**src/rtl/mmu_pkg.sv**
```systemverilog
package mmu_pkg;

  localparam int MMU_MAX_DIM    = 8;
  localparam int MMU_ELEM_WIDTH = 16;

  // configuration register field width and index width
  localparam int CFG_W     = 4;
  localparam int CFG_IDX_W = 2;
  localparam int OUT_W     = 32;
  localparam int IDX_OUT_W = 3;

  typedef enum logic [CFG_IDX_W-1:0] {
    CFG_ROWS_A    = 2'd0,
    CFG_INNER_DIM = 2'd1,
    CFG_COLS_B    = 2'd2,
    CFG_UNUSED    = 2'd3
  } cfg_idx_t;

  typedef struct packed {
    logic              req_type;
    logic signed [15:0] elem_value;
  } mmu_in_t;

  typedef struct packed {
    logic signed [OUT_W-1:0]   prod_value;
    logic [IDX_OUT_W-1:0]      out_row;
    logic [IDX_OUT_W-1:0]      out_col;
    logic                      is_last;
  } mmu_out_t;

  // controls from the sequencer to the multiply-accumulate unit
  typedef struct packed {
    logic clr;
    logic mul_en;
    logic acc_en;
    logic load_out;
  } mac_ctrl_t;

endpackage

```
**src/rtl/mmu_store.sv**
```systemverilog
module mmu_store import mmu_pkg::*; #(
  parameter int DEPTH = MMU_MAX_DIM * MMU_MAX_DIM,
  parameter int WIDTH = MMU_ELEM_WIDTH,
  parameter int AW    = (DEPTH > 1) ? $clog2(DEPTH) : 1
) (
  input  logic             clk,
  input  logic             wr_en,
  input  logic [AW-1:0]    wr_addr,
  input  logic [WIDTH-1:0] wr_data,
  input  logic [AW-1:0]    rd_addr,
  output logic [WIDTH-1:0] rd_data
);

  logic [WIDTH-1:0] mem [DEPTH];

  always_ff @(posedge clk) begin
    if (wr_en) begin
      mem[wr_addr] <= wr_data;
    end
  end

  always_ff @(posedge clk) begin
    rd_data <= mem[rd_addr];
  end

endmodule

```
**src/rtl/mmu_mac.sv**
```systemverilog
module mmu_mac import mmu_pkg::*; #(
  parameter int SW    = 16,
  parameter int ACC_W = 2 * SW + 4
) (
  input  logic                    clk,
  input  mac_ctrl_t               ctrl,
  input  logic signed [SW-1:0]    a_in,
  input  logic signed [SW-1:0]    b_in,
  output logic signed [OUT_W-1:0] res_r
);

  localparam int SAT_W = (ACC_W > OUT_W + 1) ? ACC_W : OUT_W + 1;
  localparam logic signed [SAT_W-1:0] SAT_MAX = SAT_W'(64'sh0000_0000_7fff_ffff);
  localparam logic signed [SAT_W-1:0] SAT_MIN = SAT_W'(64'shffff_ffff_8000_0000);

  logic signed [2*SW-1:0]  prod_r;
  logic signed [ACC_W-1:0] acc_r;
  logic signed [SAT_W-1:0] acc_ext;
  logic signed [OUT_W-1:0] sat_val;

  // product register, then accumulate
  always_ff @(posedge clk) begin
    if (ctrl.mul_en) begin
      prod_r <= (2*SW)'(a_in) * (2*SW)'(b_in);
    end
  end

  always_ff @(posedge clk) begin
    if (ctrl.clr) begin
      acc_r <= '0;
    end else if (ctrl.acc_en) begin
      acc_r <= acc_r + ACC_W'(prod_r);
    end
  end

  assign acc_ext = SAT_W'(acc_r);

  always_comb begin
    if (acc_ext > SAT_MAX) begin
      sat_val = SAT_MAX[OUT_W-1:0];
    end else if (acc_ext < SAT_MIN) begin
      sat_val = SAT_MIN[OUT_W-1:0];
    end else begin
      sat_val = acc_ext[OUT_W-1:0];
    end
  end

  always_ff @(posedge clk) begin
    if (ctrl.load_out) begin
      res_r <= sat_val;
    end
  end

endmodule

```
**src/rtl/matrix_matrix_multiply_unit.sv**
```systemverilog
// matrix product unit, C = A * B, signed Q8.8 in, saturated signed Q16.16 out
//
// input channel: an element beat is taken on a clock edge with start high
// and busy low; in_data.req_type picks A (0) or B (1), elements arrive in
// row-major order, and an element for a matrix that is already full is dropped
// config channel: cfg_valid/cfg_ready write rows_a (0), inner_dim (1) and
// cols_b (2); 0 acts as 1 and values above MAX_DIM act as MAX_DIM
// result channel: out_valid strobes one cycle per beat, rows then columns,
// with out_data.is_last on the final element; the receiver cannot stall
//
// loading takes one cycle per element. on the beat that fills both matrices
// busy rises and one shared multiply-accumulate unit walks the products:
// each result element is summed from one store read of A(i,k) and B(k,j) per
// cycle, each product passing the store read, the product register and the
// accumulator; the next element is issued only after the last product has
// landed, and the result is registered together with its out_valid strobe
// reset clears the element counters and sets all sizes to 8; store contents
// are not cleared and are only read where they were written
module matrix_matrix_multiply_unit import mmu_pkg::*; #(
  parameter int MAX_DIM    = MMU_MAX_DIM,
  parameter int ELEM_WIDTH = MMU_ELEM_WIDTH
) (
  input  logic                 clk,
  input  logic                 rst_n,
  input  logic                 start,
  output logic                 busy,
  input  mmu_in_t              in_data,
  output logic                 out_valid,
  output mmu_out_t             out_data,
  input  logic                 cfg_valid,
  output logic                 cfg_ready,
  input  logic [CFG_IDX_W-1:0] cfg_index,
  input  logic [CFG_W-1:0]     cfg_data
);

  // stored element width: narrow builds keep only the low bits
  localparam int SW    = (ELEM_WIDTH < 16) ? ELEM_WIDTH : 16;
  localparam int DEPTH = MAX_DIM * MAX_DIM;
  localparam int AW    = (DEPTH > 1) ? $clog2(DEPTH) : 1;
  localparam int CNT_W = $clog2(DEPTH + 1);
  localparam int ACC_W = 2 * SW + $clog2(MAX_DIM) + 1;
  localparam int SZ_W  = 2 * CFG_W;

  typedef enum logic [2:0] {
    S_IDLE  = 3'b001,
    S_ISSUE = 3'b010,
    S_DRAIN = 3'b100
  } state_t;

  state_t state_r, state_nxt;

  // size registers as written
  logic [CFG_W-1:0] rows_a_r, inner_dim_r, cols_b_r;

  // effective sizes and sizes latched for the compute pass
  logic [CFG_W-1:0] m_eff, n_eff, p_eff;
  logic [CFG_W-1:0] m_r, m_nxt, n_r, n_nxt, p_r, p_nxt;
  logic [SZ_W-1:0]  size_a, size_b;

  logic [CNT_W-1:0] count_a_r, count_a_nxt, count_b_r, count_b_nxt;

  // loop counters and store addresses
  logic [CFG_W-1:0] i_r, i_nxt, j_r, j_nxt, k_r, k_nxt;
  logic [AW-1:0]    a_row_r, a_row_nxt, a_idx_r, a_idx_nxt, b_idx_r, b_idx_nxt;

  // read and multiply pipeline valids
  logic rd_vld_r, rd_vld_nxt, mul_vld_r, mul_vld_nxt;

  logic                 out_valid_r, out_valid_nxt;
  logic [IDX_OUT_W-1:0] out_row_r, out_row_nxt, out_col_r, out_col_nxt;
  logic                 is_last_r, is_last_nxt;

  logic          accept, wr_a, wr_b, both_full;
  logic [SW-1:0] elem;
  logic [SW-1:0] a_data, b_data;
  mac_ctrl_t     mac_ctrl;
  logic signed [OUT_W-1:0] res;

  function automatic logic [CFG_W-1:0] eff_dim(input logic [CFG_W-1:0] r);
    logic [CFG_W-1:0] v;
    if (r == '0) begin
      v = CFG_W'(1);
    end else if (r > CFG_W'(MAX_DIM)) begin
      v = CFG_W'(MAX_DIM);
    end else begin
      v = r;
    end
    return v;
  endfunction

  assign m_eff  = eff_dim(rows_a_r);
  assign n_eff  = eff_dim(inner_dim_r);
  assign p_eff  = eff_dim(cols_b_r);
  assign size_a = SZ_W'(m_eff) * SZ_W'(n_eff);
  assign size_b = SZ_W'(n_eff) * SZ_W'(p_eff);

  assign busy      = (state_r != S_IDLE);
  assign cfg_ready = (state_r == S_IDLE);
  assign accept    = start && !busy;
  assign elem      = in_data.elem_value[SW-1:0];

  // element stored only while its matrix has room
  assign wr_a = accept && !in_data.req_type && (SZ_W'(count_a_r) < size_a)
                && (count_a_r < CNT_W'(DEPTH));
  assign wr_b = accept && in_data.req_type && (SZ_W'(count_b_r) < size_b)
                && (count_b_r < CNT_W'(DEPTH));
  // counts after this beat's element has been stored
  assign both_full = ((SZ_W'(count_a_r) + SZ_W'(wr_a)) >= size_a)
                     && ((SZ_W'(count_b_r) + SZ_W'(wr_b)) >= size_b);

  // config writes
  always_ff @(posedge clk) begin
    if (!rst_n) begin
      rows_a_r    <= CFG_W'(8);
      inner_dim_r <= CFG_W'(8);
      cols_b_r    <= CFG_W'(8);
    end else if (cfg_valid && cfg_ready) begin
      case (cfg_index)
        CFG_ROWS_A:    rows_a_r    <= cfg_data;
        CFG_INNER_DIM: inner_dim_r <= cfg_data;
        CFG_COLS_B:    cols_b_r    <= cfg_data;
        default:       ;
      endcase
    end
  end

  // sequencer
  always_comb begin
    state_nxt     = state_r;
    count_a_nxt   = count_a_r;
    count_b_nxt   = count_b_r;
    m_nxt         = m_r;
    n_nxt         = n_r;
    p_nxt         = p_r;
    i_nxt         = i_r;
    j_nxt         = j_r;
    k_nxt         = k_r;
    a_row_nxt     = a_row_r;
    a_idx_nxt     = a_idx_r;
    b_idx_nxt     = b_idx_r;
    rd_vld_nxt    = 1'b0;
    mul_vld_nxt   = rd_vld_r;
    out_valid_nxt = 1'b0;
    out_row_nxt   = out_row_r;
    out_col_nxt   = out_col_r;
    is_last_nxt   = is_last_r;
    mac_ctrl      = '{clr: 1'b0, mul_en: rd_vld_r, acc_en: mul_vld_r, load_out: 1'b0};

    if (wr_a) begin
      count_a_nxt = count_a_r + 1'b1;
    end
    if (wr_b) begin
      count_b_nxt = count_b_r + 1'b1;
    end

    case (state_r)
      S_IDLE: begin
        if (accept && both_full) begin
          // both matrices complete: start the product pass
          state_nxt    = S_ISSUE;
          m_nxt        = m_eff;
          n_nxt        = n_eff;
          p_nxt        = p_eff;
          i_nxt        = '0;
          j_nxt        = '0;
          k_nxt        = '0;
          a_row_nxt    = '0;
          a_idx_nxt    = '0;
          b_idx_nxt    = '0;
          mac_ctrl.clr = 1'b1;
        end
      end
      S_ISSUE: begin
        // one read of A(i,k) and B(k,j) per cycle
        rd_vld_nxt = 1'b1;
        a_idx_nxt  = a_idx_r + 1'b1;
        b_idx_nxt  = b_idx_r + AW'(p_r);
        k_nxt      = k_r + 1'b1;
        if (k_r == n_r - 1'b1) begin
          k_nxt     = '0;
          state_nxt = S_DRAIN;
        end
      end
      S_DRAIN: begin
        // wait for the last product to land in the accumulator
        if (!rd_vld_r && !mul_vld_r) begin
          out_valid_nxt     = 1'b1;
          out_row_nxt       = IDX_OUT_W'(i_r);
          out_col_nxt       = IDX_OUT_W'(j_r);
          is_last_nxt       = (i_r == m_r - 1'b1) && (j_r == p_r - 1'b1);
          mac_ctrl.load_out = 1'b1;
          mac_ctrl.clr      = 1'b1;
          state_nxt         = S_ISSUE;
          if (j_r == p_r - 1'b1) begin
            // next row of the result
            j_nxt     = '0;
            i_nxt     = i_r + 1'b1;
            a_row_nxt = a_row_r + AW'(n_r);
            a_idx_nxt = a_row_r + AW'(n_r);
            b_idx_nxt = '0;
            if (i_r == m_r - 1'b1) begin
              state_nxt   = S_IDLE;
              count_a_nxt = '0;
              count_b_nxt = '0;
            end
          end else begin
            j_nxt     = j_r + 1'b1;
            a_idx_nxt = a_row_r;
            b_idx_nxt = AW'(j_r + 1'b1);
          end
        end
      end
      default: begin
        state_nxt = S_IDLE;
      end
    endcase
  end

  always_ff @(posedge clk) begin
    if (!rst_n) begin
      state_r     <= S_IDLE;
      count_a_r   <= '0;
      count_b_r   <= '0;
      rd_vld_r    <= 1'b0;
      mul_vld_r   <= 1'b0;
      out_valid_r <= 1'b0;
    end else begin
      state_r     <= state_nxt;
      count_a_r   <= count_a_nxt;
      count_b_r   <= count_b_nxt;
      rd_vld_r    <= rd_vld_nxt;
      mul_vld_r   <= mul_vld_nxt;
      out_valid_r <= out_valid_nxt;
    end
  end

  always_ff @(posedge clk) begin
    m_r       <= m_nxt;
    n_r       <= n_nxt;
    p_r       <= p_nxt;
    i_r       <= i_nxt;
    j_r       <= j_nxt;
    k_r       <= k_nxt;
    a_row_r   <= a_row_nxt;
    a_idx_r   <= a_idx_nxt;
    b_idx_r   <= b_idx_nxt;
    out_row_r <= out_row_nxt;
    out_col_r <= out_col_nxt;
    is_last_r <= is_last_nxt;
  end

  mmu_store #(
    .DEPTH (DEPTH),
    .WIDTH (SW),
    .AW    (AW)
  ) u_store_a (
    .clk     (clk),
    .wr_en   (wr_a),
    .wr_addr (count_a_r[AW-1:0]),
    .wr_data (elem),
    .rd_addr (a_idx_r),
    .rd_data (a_data)
  );

  mmu_store #(
    .DEPTH (DEPTH),
    .WIDTH (SW),
    .AW    (AW)
  ) u_store_b (
    .clk     (clk),
    .wr_en   (wr_b),
    .wr_addr (count_b_r[AW-1:0]),
    .wr_data (elem),
    .rd_addr (b_idx_r),
    .rd_data (b_data)
  );

  mmu_mac #(
    .SW    (SW),
    .ACC_W (ACC_W)
  ) u_mac (
    .clk   (clk),
    .ctrl  (mac_ctrl),
    .a_in  (a_data),
    .b_in  (b_data),
    .res_r (res)
  );

  assign out_valid           = out_valid_r;
  assign out_data.prod_value = res;
  assign out_data.out_row    = out_row_r;
  assign out_data.out_col    = out_col_r;
  assign out_data.is_last    = is_last_r;

  // a result beat only follows a finished accumulation
  a_out_from_drain: assert property (@(posedge clk) disable iff (!rst_n)
    out_valid_r |-> $past(state_r == S_DRAIN))
    else $error("result beat without a finished accumulation");

  // the final beat leaves the unit ready for loading
  a_last_idle: assert property (@(posedge clk) disable iff (!rst_n)
    (out_valid_r && is_last_r) |-> (state_r == S_IDLE && count_a_r == '0 && count_b_r == '0))
    else $error("last beat while product pass still running");

  // store reads are only issued by the issue step
  a_read_in_issue: assert property (@(posedge clk) disable iff (!rst_n)
    rd_vld_r |-> $past(state_r == S_ISSUE))
    else $error("store read outside the issue step");

  // element counters never pass the store depth
  a_count_bound: assert property (@(posedge clk) disable iff (!rst_n)
    (count_a_r <= CNT_W'(DEPTH)) && (count_b_r <= CNT_W'(DEPTH)))
    else $error("element counter past store depth");

endmodule

```
**config.mk**
```make
export PLATFORM = sky130hd
export DESIGN_NAME = matrix_matrix_multiply_unit
export DESIGN_NICKNAME = d
export VERILOG_FILES = /design/src/rtl/mmu_pkg.sv /design/src/rtl/mmu_store.sv /design/src/rtl/mmu_mac.sv /design/src/rtl/matrix_matrix_multiply_unit.sv
export SDC_FILE = /design/constraint.sdc
export NUM_CORES = 2
export LEC_CHECK = 0
export BUFFER_PORTS_ARGS = -buffer_cell sky130_fd_sc_hd__buf_2
export CORE_ASPECT_RATIO = 1.75
export CORE_MARGIN = 3
export CORE_UTILIZATION = 50
export DETAILED_ROUTE_END_ITERATION = 8
export PLACE_DENSITY = 0.69
export SYNTH_ARGS = -nofsm -noshare
export SYNTH_HDL_FRONTEND = slang
export SYNTH_HIERARCHICAL = 1
export SYNTH_SLANG_ARGS = --single-unit
export TNS_END_PERCENT = 5
```
**constraint.sdc**
```tcl
create_clock -name clk -period 14.4 [get_ports clk]
set_input_delay 1.44 -clock clk [delete_from_list [all_inputs] [get_ports clk]]
set_output_delay 1.44 -clock clk [all_outputs]
set_load 0.02 [all_outputs]
```
==> flow_summary.ini <==
[yosys]
ys_warn_count = 6
avgSynthCellArea_um2 = 17.4
synth_edf_count = 2161
syn-num-nets = 6306
ys_seq_elements = 2261
synth_top_cell_by_area = edfxtp_1
synth_area_mm2 = 0.101
synth_area_leaders = edfxtp_1 (64%), mux4_2 (9.8%), fa_1 (5.4%)
synth-main-ff-cell = edfxtp_1
synth_cell_types = 89
async_reset_ff_share_pct = 0
yosysTopAreaCellShare_pct = 64.3
syn_inst = 5816
ys_seq_area_share_pct = 66.3

[timing]
fmax_ghz = 0.109
max_slew.worst_pin.slew_ns = 1.24
hold_viol_final = 0
min_period_ns = 9.14
setup_viol = 0
fin_ws_ns = 5.26
hold_slack_ns = 0.520
post-route-period-util_pct = 63.4
maxSlewHeadroom_pct = 17.1
rsz0062_at_grt = no
setup_tns_ns = 0
finClkSkew_ns = 0.105
slew_violations = 0

[clocking]
post-cts-setup-buffers = 0
cts_hold_buf = 0
clockRootBuffer = clkbuf_16
cts_buffer_depth = 4
clkSinkCount = 2261
cts_buffers = 202
cts_tree = built
cts.htree.levels = 4
clock_latency_ns = 0.87
cts_resized = 0
clk_pin_slew_ns = 0.06

[layout]
drive_gt1_share_pct = 17.6
nets = 6457
design_area_mm2 = 0.110
syn_to_final_growth_pct = 9.39
final_util_pct = 55.2
n_fill_cell = 15300
instances_no_fill = 8758

[global_route]
grt.busiest_layer = met2
grt_util_met1_pct = 27.4
grt-ovfl-total = 0
antenna_found_initial = 22
grtUsageMet2_pct = 42.3
grt_pass1_wl_um = 363000
grt_pass1_vias = 55100
grt_max_degree = 110
grt_util_met3_pct = 3.23
grt_use_total_pct = 23.7

[floorplan]
dieHeight_um = 600
num_rows = 217
coreArea_mm2 = 0.200
io-pin-count = 69
initial_utilization_pct = 50.4
die-area_mm2 = 0.207
die_width_um = 346

[worst_setup_path]
worst-path-buf-inv = 7
worstSetupEndpointType = register
cp_max_fo = 44
cp_top_family = adder cells
crit_type = reg2reg
max_stage_delay_ns = 0.78
critPathLaunch = inner_dim_r[3]
timing.rr.start = inner_dim_r[3]
worstPathArrival_ns = 9.78
path_common_cell = inv_1
critPathSlowestCell = or2_2
required_ns = 15.04
crit_path_start_kind = register

[routing]
wirelength_um = 247000
drc = 0
ant_nets = 0
vias_per_cell = 6.03
first_iter_violations = 4652
first_pass_iters = 7
vias = 52800
wire_per_inst_um = 28.2

[power_and_ir_drop]
comb_power_share_pct = 31.5
powerDensity_mw_per_mm2 = 169
clkPwrFrac_pct = 27.4
p_leak_nw = 37.0
ir_drop_mv = 0.366
switching_share_pct = 30.8
seq_power_share_pct = 41.1
p_int_mw = 12.9
p_switching_mw = 5.76
finalPower_mw = 18.7

[placed_design]
dp_hpwl_um = 160000
port_buffers = 68
placed_area_mm2 = 0.104
dp.cells = 8391
gp_congestion = 0.876
dp_slack_ns = 5.38

[status]
status = finished clean

[min_path]
min_from = u_mac/acc_ext[27]
min_path_type = reg2reg

[flow_run]
maxCapViolCount = 0
## layout by cell type, fill, tap and decap left out, drive strengths merged, types with 11 or more instances in the layout
cell	n
edfxtp	2161
mux4	448
inv	380
nand2	298
fa	273
nor2	273
clkbuf	259
buf	221
mux2i	203
ha	190
and2	152
a21oi	115
dfxtp	100
nor2b	80
a22oi	80
nand3	75
clkinv	75
xnor2	68
o21ai	60
mux2	54
a21o	50
xor2	41
o21a	40
a221oi	37
nand4	33
a211oi	30
nor3	28
nand2b	26
a31oi	22
a211o	21
and3	20
a311oi	17
and4	15
o22ai	14
a221o	14
a22o	13
o21bai	12
diode	11
a41oi	11
## worst min-delay path: stages, from the launching register on
cell and delay (ns):
dfxtp_1 0.35, nand2_1 0.08, o21ai_1 0.05
## area by class of cell
type,instances,area [µm²],share of cell area (%)
well taps,2628,3290,2.98
diodes,11,27.5,0.0249
repair buffers,221,1600,1.45
flip-flops and latches,2261,66900,60.6
multi-input cells,2907,31100,28.1
clock buffers,259,5350,4.85
clock inverters,97,759,0.688
inverters,374,1410,1.27
## sequential cells by signal, indices dropped and copies added, names as in the netlist, 6 cells and up
register	count
u_mac/prod_r	32
u_store_b/rd_data	16
u_store_b/mem	1024
b_idx_r	6
u_store_a/mem	1024
u_store_a/rd_data	16
u_mac/res_r	32
count_b_r	7
a_row_r	6
a_idx_r	6
count_a_r	7
u_mac/acc_ext	36
## cell usage after synthesis, types with 19 or more instances
cell type and instances:
edfxtp_1 2161, a211o_1 21, a211oi_1 30, o21ai_0 49, xor2_1 41, a31oi_1 22, and3_1 19, a22oi_1 79
xnor2_1 68, nand3_1 75, buf_2 73, fa_1 273, a21oi_1 114, mux4_2 440, mux2i_1 203, nand4_1 33
buf_6 34, buf_4 27, dfxtp_1 100, a221oi_1 36, and2_1 152, a21o_1 50, nor2_1 269, nand2_1 295
nor2b_1 80, inv_1 372, ha_1 190, clkbuf_1 109, o21a_1 40, nor3_1 28, mux2_2 54, nand2b_1 26
## metal layers
| metal | wire [µm] | vias to the layer above | share of wire (%) |
|---|---|---|---|
| li1 | - | 22600 | - |
| met1 | 85200 | 27700 | 35 |
| met2 | 131000 | 1860 | 53 |
| met3 | 13800 | 612 | 5.6 |
| met4 | 16800 | 2 | 6.8 |
| met5 | 12 | - | 0.0049 |
## kinds of logic after synthesis
kind of cell	synth area share (%)
mux	12.6
flops	66.3
simple gates	5.23
xor+xnor	0.946
compound gates	4.02
fa+ha+maj	7.77
buf+inv	3.10
## final timing paths
check	endpoint	slack, ns	cells past startpoint
worst max register to register	u_mac/acc_ext[35]	5.26	32
worst min-delay path	u_mac/acc_ext[27]	0.52	2
worst max-delay path	u_mac/acc_ext[35]	5.26	32
worst min register to register	u_mac/acc_ext[27]	0.52	2
## power groups by stage
stage | registers (mW) | clock network (mW) | logic (mW)
6_report | 7.67 | 5.11 | 5.88
5_1_grt | 7.68 | 5.45 | 6.69
4_1_cts | 7.67 | 5.21 | 5.98
3_5_place_dp | 7.81 | 0 | 5.95
3_3_place_gp | 7.81 | 0 | 5.84
2_1_floorplan | 7.76 | 0 | 4.55
(Power assumes the default switching activity.)
